## config.mk

```make
export PLATFORM = sky130hd
export DESIGN_NAME = seven_segment_digit_scan_flat
export DESIGN_NICKNAME = d
export VERILOG_FILES = /design/src/rtl/dss_pkg.sv /design/src/rtl/dss_value_if.sv /design/src/rtl/dss_digit_if.sv /design/src/rtl/seven_segment_digit_scan.sv /design/src/rtl/dss_div_stage.sv /design/src/rtl/dss_scan.sv /design/src/flat_wrapper.sv
export SDC_FILE = /design/constraint.sdc
export NUM_CORES = 1
export LEC_CHECK = 0
export BUFFER_PORTS_ARGS = -buffer_cell sky130_fd_sc_hd__buf_4
export CORE_MARGIN = 4
export CORE_UTILIZATION = 65
export DETAILED_ROUTE_END_ITERATION = 12
export PLACE_DENSITY = 0.79
export SLEW_MARGIN = 25
export SYNTH_ARGS = -nofsm -noshare
export SYNTH_HDL_FRONTEND = slang
export SYNTH_SLANG_ARGS = --single-unit
```

## constraint.sdc

```tcl
create_clock -name clk -period 7.15 [get_ports clk]
set_clock_uncertainty 0.15 [all_clocks]
set_input_delay 0.715 -clock clk [delete_from_list [all_inputs] [get_ports clk]]
set_output_delay 0.715 -clock clk [all_outputs]
set_load 0.005 [all_outputs]
```

## src/rtl/dss_pkg.sv

```systemverilog
`default_nettype none

package dss_pkg;

  // Fixed field widths
  localparam int ValueW = 16;
  localparam int SegW   = 7;
  localparam int EnW    = 4;
  localparam int DigitW = 4;

  // At most four digits fit the enable field
  localparam int MaxScan = 4;

  // x / 10 == (x * 52429) >> 19 for every 16-bit x
  localparam logic [16:0] Recip10 = 17'd52429;
  localparam int RecipShift = 19;
  localparam int ProdW = ValueW + 17;

  // Digit store: ones digit at index 0
  typedef logic [MaxScan-1:0][DigitW-1:0] digits_t;

  typedef struct packed {
    logic [ValueW-1:0] rest;
    digits_t           digits;
  } work_t;

  // Common-cathode pattern, bit0 = a .. bit6 = g
  function automatic logic [SegW-1:0] seg_of(input logic [DigitW-1:0] d);
    logic [SegW-1:0] s;
    unique case (d)
      4'd0:    s = 7'h3F;
      4'd1:    s = 7'h06;
      4'd2:    s = 7'h5B;
      4'd3:    s = 7'h4F;
      4'd4:    s = 7'h66;
      4'd5:    s = 7'h6D;
      4'd6:    s = 7'h7D;
      4'd7:    s = 7'h07;
      4'd8:    s = 7'h7F;
      4'd9:    s = 7'h6F;
      default: s = '0;
    endcase
    return s;
  endfunction

endpackage

`default_nettype wire

```

## src/rtl/dss_value_if.sv

```systemverilog
`default_nettype none

interface dss_value_if;
  logic                      valid;
  logic                      ready;
  logic [dss_pkg::ValueW-1:0] value;

  modport source (output valid, output value, input ready);
  modport sink   (input valid, input value, output ready);
endinterface

`default_nettype wire

```

## src/rtl/dss_digit_if.sv

```systemverilog
`default_nettype none

interface dss_digit_if;
  logic                     valid;
  logic                     ready;
  logic [dss_pkg::SegW-1:0] segments;
  logic [dss_pkg::EnW-1:0]  digit_enable_n;
  logic                     last;

  modport source (output valid, output segments, output digit_enable_n, output last,
                  input ready);
  modport sink   (input valid, input segments, input digit_enable_n, input last,
                  output ready);
endinterface

`default_nettype wire

```

## src/rtl/seven_segment_digit_scan.sv

```systemverilog
// A value passes through one register stage per digit (the first loads at the edge that
// accepts it), then the scan register, which shows its most significant digit first.
// Scan is DIGITS held to 1..4.
// Throughput: one digit result per cycle while the result side is ready, set by the
// single result port; the divider stages take a value every cycle unless a later stage stalls.
// Reset (synchronous, active high) empties every stage and the scan register.
`default_nettype none

module seven_segment_digit_scan #(
  parameter int DIGITS = 4
) (
  input  wire logic   clk,
  input  wire logic   rst,
  dss_value_if.sink   num,
  dss_digit_if.source digit
);

  localparam int Scan = (DIGITS < 1) ? 1 :
                        (DIGITS > dss_pkg::MaxScan) ? dss_pkg::MaxScan : DIGITS;

  logic [Scan:0]  vld;
  logic [Scan:0]  rdy;
  dss_pkg::work_t wk [Scan+1];

  // Pipeline entry
  assign vld[0]    = num.valid;
  assign num.ready = rdy[0];
  assign wk[0]     = '{rest: num.value, digits: '0};

  // One divide-by-ten stage per digit
  for (genvar k = 0; k < Scan; k++) begin : g_stage
    dss_div_stage #(
      .POS (k)
    ) u_stage (
      .clk        (clk),
      .rst        (rst),
      .feed_valid (vld[k]),
      .feed_ready (rdy[k]),
      .feed       (wk[k]),
      .done_valid (vld[k+1]),
      .done_ready (rdy[k+1]),
      .done       (wk[k+1])
    );
  end

  // Digit scan out
  dss_scan #(
    .COUNT (Scan)
  ) u_scan (
    .clk        (clk),
    .rst        (rst),
    .feed_valid (vld[Scan]),
    .feed_ready (rdy[Scan]),
    .feed       (wk[Scan].digits),
    .digit      (digit)
  );

endmodule

`default_nettype wire

```

## src/rtl/dss_div_stage.sv

```systemverilog
`default_nettype none

// One pipeline stage: peels the decimal digit at position POS off the
// remaining quotient and passes the rest on.
module dss_div_stage #(
  parameter int POS = 0
) (
  input  wire logic           clk,
  input  wire logic           rst,
  input  wire logic           feed_valid,
  output logic                feed_ready,
  input  wire dss_pkg::work_t feed,
  output logic                done_valid,
  input  wire logic           done_ready,
  output dss_pkg::work_t      done
);

  logic [dss_pkg::ProdW-1:0]  prod;
  logic [dss_pkg::ValueW-1:0] quot;
  logic [dss_pkg::ValueW-1:0] rem_full;
  dss_pkg::work_t             work_next;

  // Divide by ten through the reciprocal, remainder by shift-add
  always_comb begin
    prod      = dss_pkg::ProdW'(feed.rest) * dss_pkg::ProdW'(dss_pkg::Recip10);
    quot      = dss_pkg::ValueW'(prod >> dss_pkg::RecipShift);
    rem_full  = feed.rest - ((quot << 3) + (quot << 1));
    work_next = feed;
    work_next.rest = quot;
    work_next.digits[POS] = rem_full[dss_pkg::DigitW-1:0];
  end

  // Stage moves whenever it is empty or its contents leave
  assign feed_ready = !done_valid || done_ready;

  always_ff @(posedge clk) begin
    if (rst) begin
      done_valid <= 1'b0;
    end else if (feed_ready) begin
      done_valid <= feed_valid;
    end
  end

  always_ff @(posedge clk) begin
    if (feed_ready && feed_valid) begin
      done <= work_next;
    end
  end

endmodule

`default_nettype wire

```

## src/rtl/dss_scan.sv

```systemverilog
`default_nettype none

// Holds one value's digits and shows them one per cycle while the result side is ready, most significant first.
module dss_scan #(
  parameter int COUNT = 4
) (
  input  wire logic             clk,
  input  wire logic             rst,
  input  wire logic             feed_valid,
  output logic                  feed_ready,
  input  wire dss_pkg::digits_t feed,
  dss_digit_if.source           digit
);

  logic             busy;
  logic [1:0]       idx;
  logic [1:0]       sel;
  logic             at_last;
  dss_pkg::digits_t held;

  assign at_last    = (idx == 2'(COUNT - 1));
  assign feed_ready = !busy || (digit.ready && at_last);

  // Scan counter
  always_ff @(posedge clk) begin
    if (rst) begin
      busy <= 1'b0;
      idx  <= '0;
    end else if (feed_valid && feed_ready) begin
      busy <= 1'b1;
      idx  <= '0;
    end else if (busy && digit.ready) begin
      if (at_last) begin
        busy <= 1'b0;
      end else begin
        idx <= idx + 2'd1;
      end
    end
  end

  always_ff @(posedge clk) begin
    if (feed_valid && feed_ready) begin
      held <= feed;
    end
  end

  // Result fields straight from the held digits and the scan counter
  always_comb begin
    sel                  = 2'(COUNT - 1) - idx;
    digit.valid          = busy;
    digit.segments       = dss_pkg::seg_of(held[sel]);
    digit.digit_enable_n = ~(dss_pkg::EnW'(1) << idx);
    digit.last           = at_last;
  end

endmodule

`default_nettype wire

```

## src/flat_wrapper.sv

```systemverilog
// flat-port wrapper written by rule: the top's interface ports become plain ports
module seven_segment_digit_scan_flat 
#(
  parameter int DIGITS = 4
)
  (clk, rst, num_valid, num_value, num_ready, digit_valid, digit_segments, digit_digit_enable_n, digit_last, digit_ready);
  dss_value_if num_i ();
  dss_digit_if digit_i ();
  input  wire logic clk;
  input  wire logic rst;
  input wire logic [$bits(num_i.valid)-1:0] num_valid;
  input wire logic [$bits(num_i.value)-1:0] num_value;
  output wire logic [$bits(num_i.ready)-1:0] num_ready;
  output wire logic [$bits(digit_i.valid)-1:0] digit_valid;
  output wire logic [$bits(digit_i.segments)-1:0] digit_segments;
  output wire logic [$bits(digit_i.digit_enable_n)-1:0] digit_digit_enable_n;
  output wire logic [$bits(digit_i.last)-1:0] digit_last;
  input wire logic [$bits(digit_i.ready)-1:0] digit_ready;
  assign num_i.valid = num_valid;
  assign num_i.value = num_value;
  assign num_ready = num_i.ready;
  assign digit_valid = digit_i.valid;
  assign digit_segments = digit_i.segments;
  assign digit_digit_enable_n = digit_i.digit_enable_n;
  assign digit_last = digit_i.last;
  assign digit_i.ready = digit_ready;
  seven_segment_digit_scan #(.DIGITS(DIGITS)) u_core (.clk(clk), .rst(rst), .num(num_i), .digit(digit_i));
endmodule
```

# ---- After elaboration in Yosys (flattened, before gate mapping)
# Memories as Yosys holds them, arrays and structs flattened.
# Index checks and enable logic that the tools add are counted.
dict set report word_totals {
  output_inout_bits 14
  wordCells 70
  reg_bits 93
  memories 1
  rom_bits 112
  input_bits 20
}
# memory depth word_bits read_ports rd_ports_with_merged_regs write_ports line_no
set mem_list {}
lappend mem_list {{(no name shown)} 16 7 1 0 0 dss_pkg.sv:30} ;# unique case (d)
dict set report op_classes {
  n_mul 4
  shifts 1
  magnitude_cmp 1
  bitwise 2
  add_sub_neg 10
  n_reduce_logical 22
  n_eq_ne 1
  n_mux 5
}
# operator count
set ops {}
lappend ops {{multiplier 16 x 16 -> 32 bit (second input constant)} 1}
lappend ops {{multiplier 13 x 16 -> 29 bit (second input constant)} 1}
lappend ops {{multiplier 10 x 16 -> 26 bit (second input constant)} 1}
lappend ops {{multiplier 7 x 16 -> 22 bit (second input constant)} 1}
lappend ops {{adder 4 bit} 4}
lappend ops {{subtractor 4 bit} 4}
lappend ops {{binary-select mux 4 bit (select 2 bit)} 1}
lappend ops {{logical AND 1 bit} 7}
lappend ops {{logical NOT 1 bit} 5}
lappend ops {{logical OR 1 bit} 5}
lappend ops {{two-way mux 4 bit} 1}
lappend ops {{inverter 4 bit} 1}
lappend ops {{AND reduction 2 bit} 2}
lappend ops {{nonzero test 2 bit} 2}
lappend ops {{<< shifter 1 x 2 -> 4 bit (first input constant)} 1}
lappend ops {{< comparator 2 x 3 -> 1 bit (second input constant)} 1}
lappend ops {{two-way mux 1 bit} 3}
lappend ops {{adder 2 x 1 -> 2 bit (second input constant)} 1}
lappend ops {{== test 2 bit (second input constant)} 1}
lappend ops {{OR reduction 2 bit} 1}
lappend ops {{subtractor 2 bit (first input constant)} 1}
lappend ops {{inverter 1 bit} 1}

# ---- Longest topological paths before layout
dict set report depth {
  ltp_word 8
  ltp_mapped 23
  mapped_depth_nobuf 23
}

# ---- Cells and area by module
# Synthesis repeated with hierarchy kept, for this count alone.
dict set report hier_totals {
  cells_unflattened 2150
  hier_area_um2 23364.9
}
# mod n_inst area_per_inst_um2 seq_area_each_um2 cells_each
set by_module_without_submodules {}
lappend by_module_without_submodules {{dss_div_stage (u_core.g_stage[0].u_stage)} 1 5684.2 890.9 530}
lappend by_module_without_submodules {{dss_div_stage (u_core.g_stage[2].u_stage)} 1 5646.7 890.9 527}
lappend by_module_without_submodules {{dss_div_stage (u_core.g_stage[1].u_stage)} 1 5589.1 890.9 530}
lappend by_module_without_submodules {{dss_div_stage (u_core.g_stage[3].u_stage)} 1 5452.7 890.9 489}
lappend by_module_without_submodules {dss_scan 1 988.4 540.5 73}
lappend by_module_without_submodules {seven_segment_digit_scan 1 3.8 0.0 1}

# ---- Worst setup path after synthesis
# No wires, ideal clock.
dict set report synth_timing {
  path_kind {input -> register}
  from {in num_value[6]}
  to {reg u_core.g_stage[0].u_stage.done[26] (netlist name), data pin}
  cell_stages 19
  path_buffers 0
  required_ns 6.741
  arrival_time_ns 5.472
  setup_slack_ns 1.269
  setup_time_ns 0.259
  cell_sequence {ha_1 -> inv_1 -> fa_1 -> inv_1 -> fa_1 -> fa_1 -> fa_1 -> inv_1 -> fa_1 -> inv_1 -> ha_1 -> nand4_1 -> o31a_1 -> o21ai_0 -> or4_1 -> a31oi_1 -> o31a_1 -> o21ai_0 -> xnor2_1}
}
dict set report synth_via {
  elab_chain_len 1
}
# element line_no
set synth_lines {}
lappend synth_lines {{from (decl)} flat_wrapper.sv:12} ;# input wire logic [$bits(num_i.value)-1:0] num_value;
lappend synth_lines {{multiplier 16 x 16 -> 32 bit} dss_div_stage.sv:25} ;# prod = dss_pkg::ProdW'(feed.rest) * dss_pkg::ProdW'(dss_pkg::Recip10);
lappend synth_lines {{net u_core.g_stage[0].u_stage.prod, one bit} dss_div_stage.sv:18} ;# logic [dss_pkg::ProdW-1:0] prod;
lappend synth_lines {{to (signal assigned)} dss_div_stage.sv:46} ;# done <= work_next;
lappend synth_lines {{to (decl)} dss_div_stage.sv:15} ;# output dss_pkg::work_t done
# The timed path passes the listed nets, and every way through them passes these cells.
# A chain may end at the register's enable or synchronous reset.

# ---- Worst setup path after layout
# Ends and elaborated chain as after synthesis.

==> impl_metrics.yaml <==
run_status:
  outcome: "finished, final reports clean"
die:
  start_util_pct: 66.3
  coreArea_um2: 21000
  die_area_um2: 23800
  io_pins: 34
  num_rows: 53
  die_h_um: 154
  die_w_um: 154
sta:
  slew_viol_final: 0
  rsz0062_at_grt: "no"
  fmax_ghz: 0.162
  setup_violations: 0
  finalHoldViolCount: 0
  finalCritPeriodShare_pct: 86.3
  timing.slew.headroom_pct: 44.3
  setup_tns_ns: 0
  min_period_ns: 6.17
  worst_pin_slew_ns: 0.836
setup_path:
  endpoint_kind: "flop"
  reg2regPathDepth: 23
  rrSetupSlack_ns: 1.01
  path_class: "input port to flop"
  arrival_ns: 6.10
  crit_top_cell: "fa_1"
  cp.required_ns: 7.09
  crit_path_max_incr_delay_ns: 0.56
  r2r_start: "u_core.g_stage[0].u_stage.done[27]$_DFFE_PP_"
  crit_chain: "buf_4, ha_1, inv_1, fa_1, inv_1, fa_1, fa_1, fa_1, inv_1, fa_1, inv_1, ha_1, nand4_1, o31a_1, o21ai_0, or4_1, a31oi_1, o31a_1, o21ai_0, xnor2_1"
  regToRegEndpoint: "u_core.g_stage[1].u_stage.done[7]$_DFFE_PP_"
  slowest_stage: "fa_1"
  path_max_fanout: 5
  path_delay_family: "adder cells"
  worst-path-buf-inv: 5
  crit_path_start_kind: "input port"
detailed_routing:
  drt-total-wl_um: 26400
  wl_per_cell_um: 16.1
  ant_nets: 0
  vias_per_cell: 5.40
  via_count: 8839
  drt-initial-drc-count: 410
  drt_first_pass_iters: 5
  route.detailed.drc: 0
synthesis:
  ys_types: 57
  syn_nets: 1848
  synthFlopType: "edfxtp_1"
  syn-cell-area_um2: 13900
  syn_avg_cell_area_um2: 10.6
  synth-seq-cells: 93
  synthCells: 1313
  synth_edf_count: 86
  yosysSeqAreaShare_pct: 19.5
  synthArstFlopShare_pct: 0
  ys_warn_count: 0
global_route:
  grt_usage_pct: 23.6
  grt_most_used_layer: "met2"
  grt_pass1_vias: 9481
  antenna_found_initial: 0
  grt_first_pass_wirelength_um: 45600
  gr-total-overflow: 0
  use_met3_pct: 3.39
  grt_util_met2_pct: 40.1
  grt_max_degree: 20
  grt_use_met1_pct: 33.2
layout:
  n_fill_cell: 1510
  final_cell_mix: "inv_1 (389), ha_1 (347), fa_1 (168), edfxtp_1 (86), nor2_1 (52)"
  multiInputGateArea_um2: 9760
  syn2layout_area_growth_pct: 6.60
  drive_gt1_share_pct: 4.70
  final_common_cell: "inv_1"
  seqCellArea_um2: 2720
  diodes: 0
  fin_nets: 1892
place:
  gp_congestion: 0.916
  place_hpwl_um: 23600
  io_buffers: 33
clock_tree:
  insertion_delay_ns: 0.33
  cts.path.max_buffers: 2
  cts_made_buffers: 9
  clk_pin_slew_ns: 0.07
  cts-root-buf: "clkbuf_16"
  post-cts-setup-buffer-count: 0
  hold_buffers: 0
  cts_sinks: 93
  tritoncts: "built"
  htree_levels: 3
  cts_resized: 0
min_path:
  hold_class: "flop to flop"
  whs_endpoint: "u_core.g_stage[2].u_stage.done[1]$_DFFE_PP_"
  worstHoldStart: "u_core.g_stage[1].u_stage.done[1]$_DFFE_PP_"
  min_path_cells: 0
run:
  cap_violations: 0
[per-stage QoR]
stage / utilization [%] / worst slack (ns) / cell area (um^2) / hold slack (ns) / instances
after detailed placement: 69.2 / 0.682 / 14500 / 0.255 / 1621
after global routing: 70.6 / 0.695 / 14800 / 0.261 / 1637
after CTS: 70.6 / 0.992 / 14800 / 0.262 / 1637
after global placement: 69.2 / 0.796 / 14500 / 0.252 / 1621
after floorplan: - / 1.27 / 13900 / 0.250 / 1313
final: 70.6 / 0.982 / 14800 / 0.258 / 1637
[routing by layer]
| layer | part of all wire [%] | up-vias |
|---|---|---|
| met5 | 0 | - |
| met4 | 1.2 | 0 |
| met3 | 3.6 | 30 |
| met2 | 49 | 138 |
| met1 | 46 | 4342 |
| li1 | - | 4329 |
[cell type report]
type / count / share of cell area, %
tap: 275 / 2.32
clock inverter: 5 / 0.270
timing repair buffer: 35 / 1.77
clock buffer: 11 / 1.71
multi-input combinational: 829 / 65.8
sequential: 93 / 18.3
inverter: 389 / 9.83
[worst register-to-register path, delay by kind of cell (launching register included)]
kind / cells / cell delay, ns
adder cells (fa/ha/maj): 7 / 2.98
XOR/XNOR: 2 / 0.28
buffers and inverters: 6 / 0.40
flip-flops: 1 / 0.47
AO/OA/AOI/OAI: 5 / 1.33
AND/OR/NAND/NOR: 3 / 0.26
[synthesized netlist by cell type (all sizes together), types with 2 or more instances]
cell type	count	area share, %
a41oi	2	0.13
a21boi	2	0.13
ha	347	31
a21oi	27	0.97
nor2	52	1.4
xnor2	41	2.6
o22ai	3	0.13
a221oi	2	0.13
xor2	15	0.94
nand4	7	0.31
a31oi	3	0.18
or4	3	0.16
o21ai	20	0.72
dfxtp	7	1.0
a2111oi	3	0.19
and3	3	0.13
a211oi	8	0.43
mux4	4	0.65
a21o	13	0.70
nor3	14	0.50
nand2	29	0.78
or2	4	0.18
o31a	3	0.19
nand3	9	0.32
nor2b	3	0.13
fa	168	24
o21a	10	0.54
nand3b	2	0.11
and2	3	0.13
edfxtp	86	19
o21bai	7	0.38
o211ai	2	0.14
clkbuf	2	0.054
inv	389	10
mux2i	2	0.14
[flip-flops by register name, indices dropped and copies added, names as in the netlist]
signal,count
u_core.g_stage.u_stage.done,70
u_core.u_scan.held,16
u_core.g_stage.u_stage.done_valid,4
u_core.u_scan.idx,2
u_core.u_scan.digit.valid,1
[cell families (layout without fill, tap and decap cells)]
family / Yosys count / in the layout / share of synthesized area, %
AO/OA/AOI/OAI: 119 / 119 / 5.90
XOR/XNOR: 56 / 56 / 3.52
adder cells (fa/ha/maj): 515 / 515 / 55.3
buffers and inverters: 391 / 440 / 10.5
flip-flops: 93 / 93 / 19.5
multiplexers: 6 / 6 / 0.791
AND/OR/NAND/NOR: 133 / 133 / 4.38
[worst max path at each step]
stage / startpoint / endpoint / slack, ns / cells after the start
after floorplan: num_value[6] / u_core.g_stage[0].u_stage.done[26]$_DFFE_PP_ / 1.27 / 19
after global placement: num_value[6] / u_core.g_stage[0].u_stage.done[26]$_DFFE_PP_ / 0.80 / 20
after detailed placement: num_value[6] / u_core.g_stage[0].u_stage.done[26]$_DFFE_PP_ / 0.68 / 20
after CTS: u_core.g_stage[0].u_stage.done[27]$_DFFE_PP_ / u_core.g_stage[1].u_stage.done[7]$_DFFE_PP_ / 0.99 / 23
after global routing: u_core.g_stage[0].u_stage.done[27]$_DFFE_PP_ / u_core.g_stage[1].u_stage.done[7]$_DFFE_PP_ / 0.70 / 23
final: num_value[6] / u_core.g_stage[0].u_stage.done[26]$_DFFE_PP_ / 0.98 / 20
Power is not shown: default switching activity piles up to over one toggle a cycle in this logic, so the estimate is an artifact.
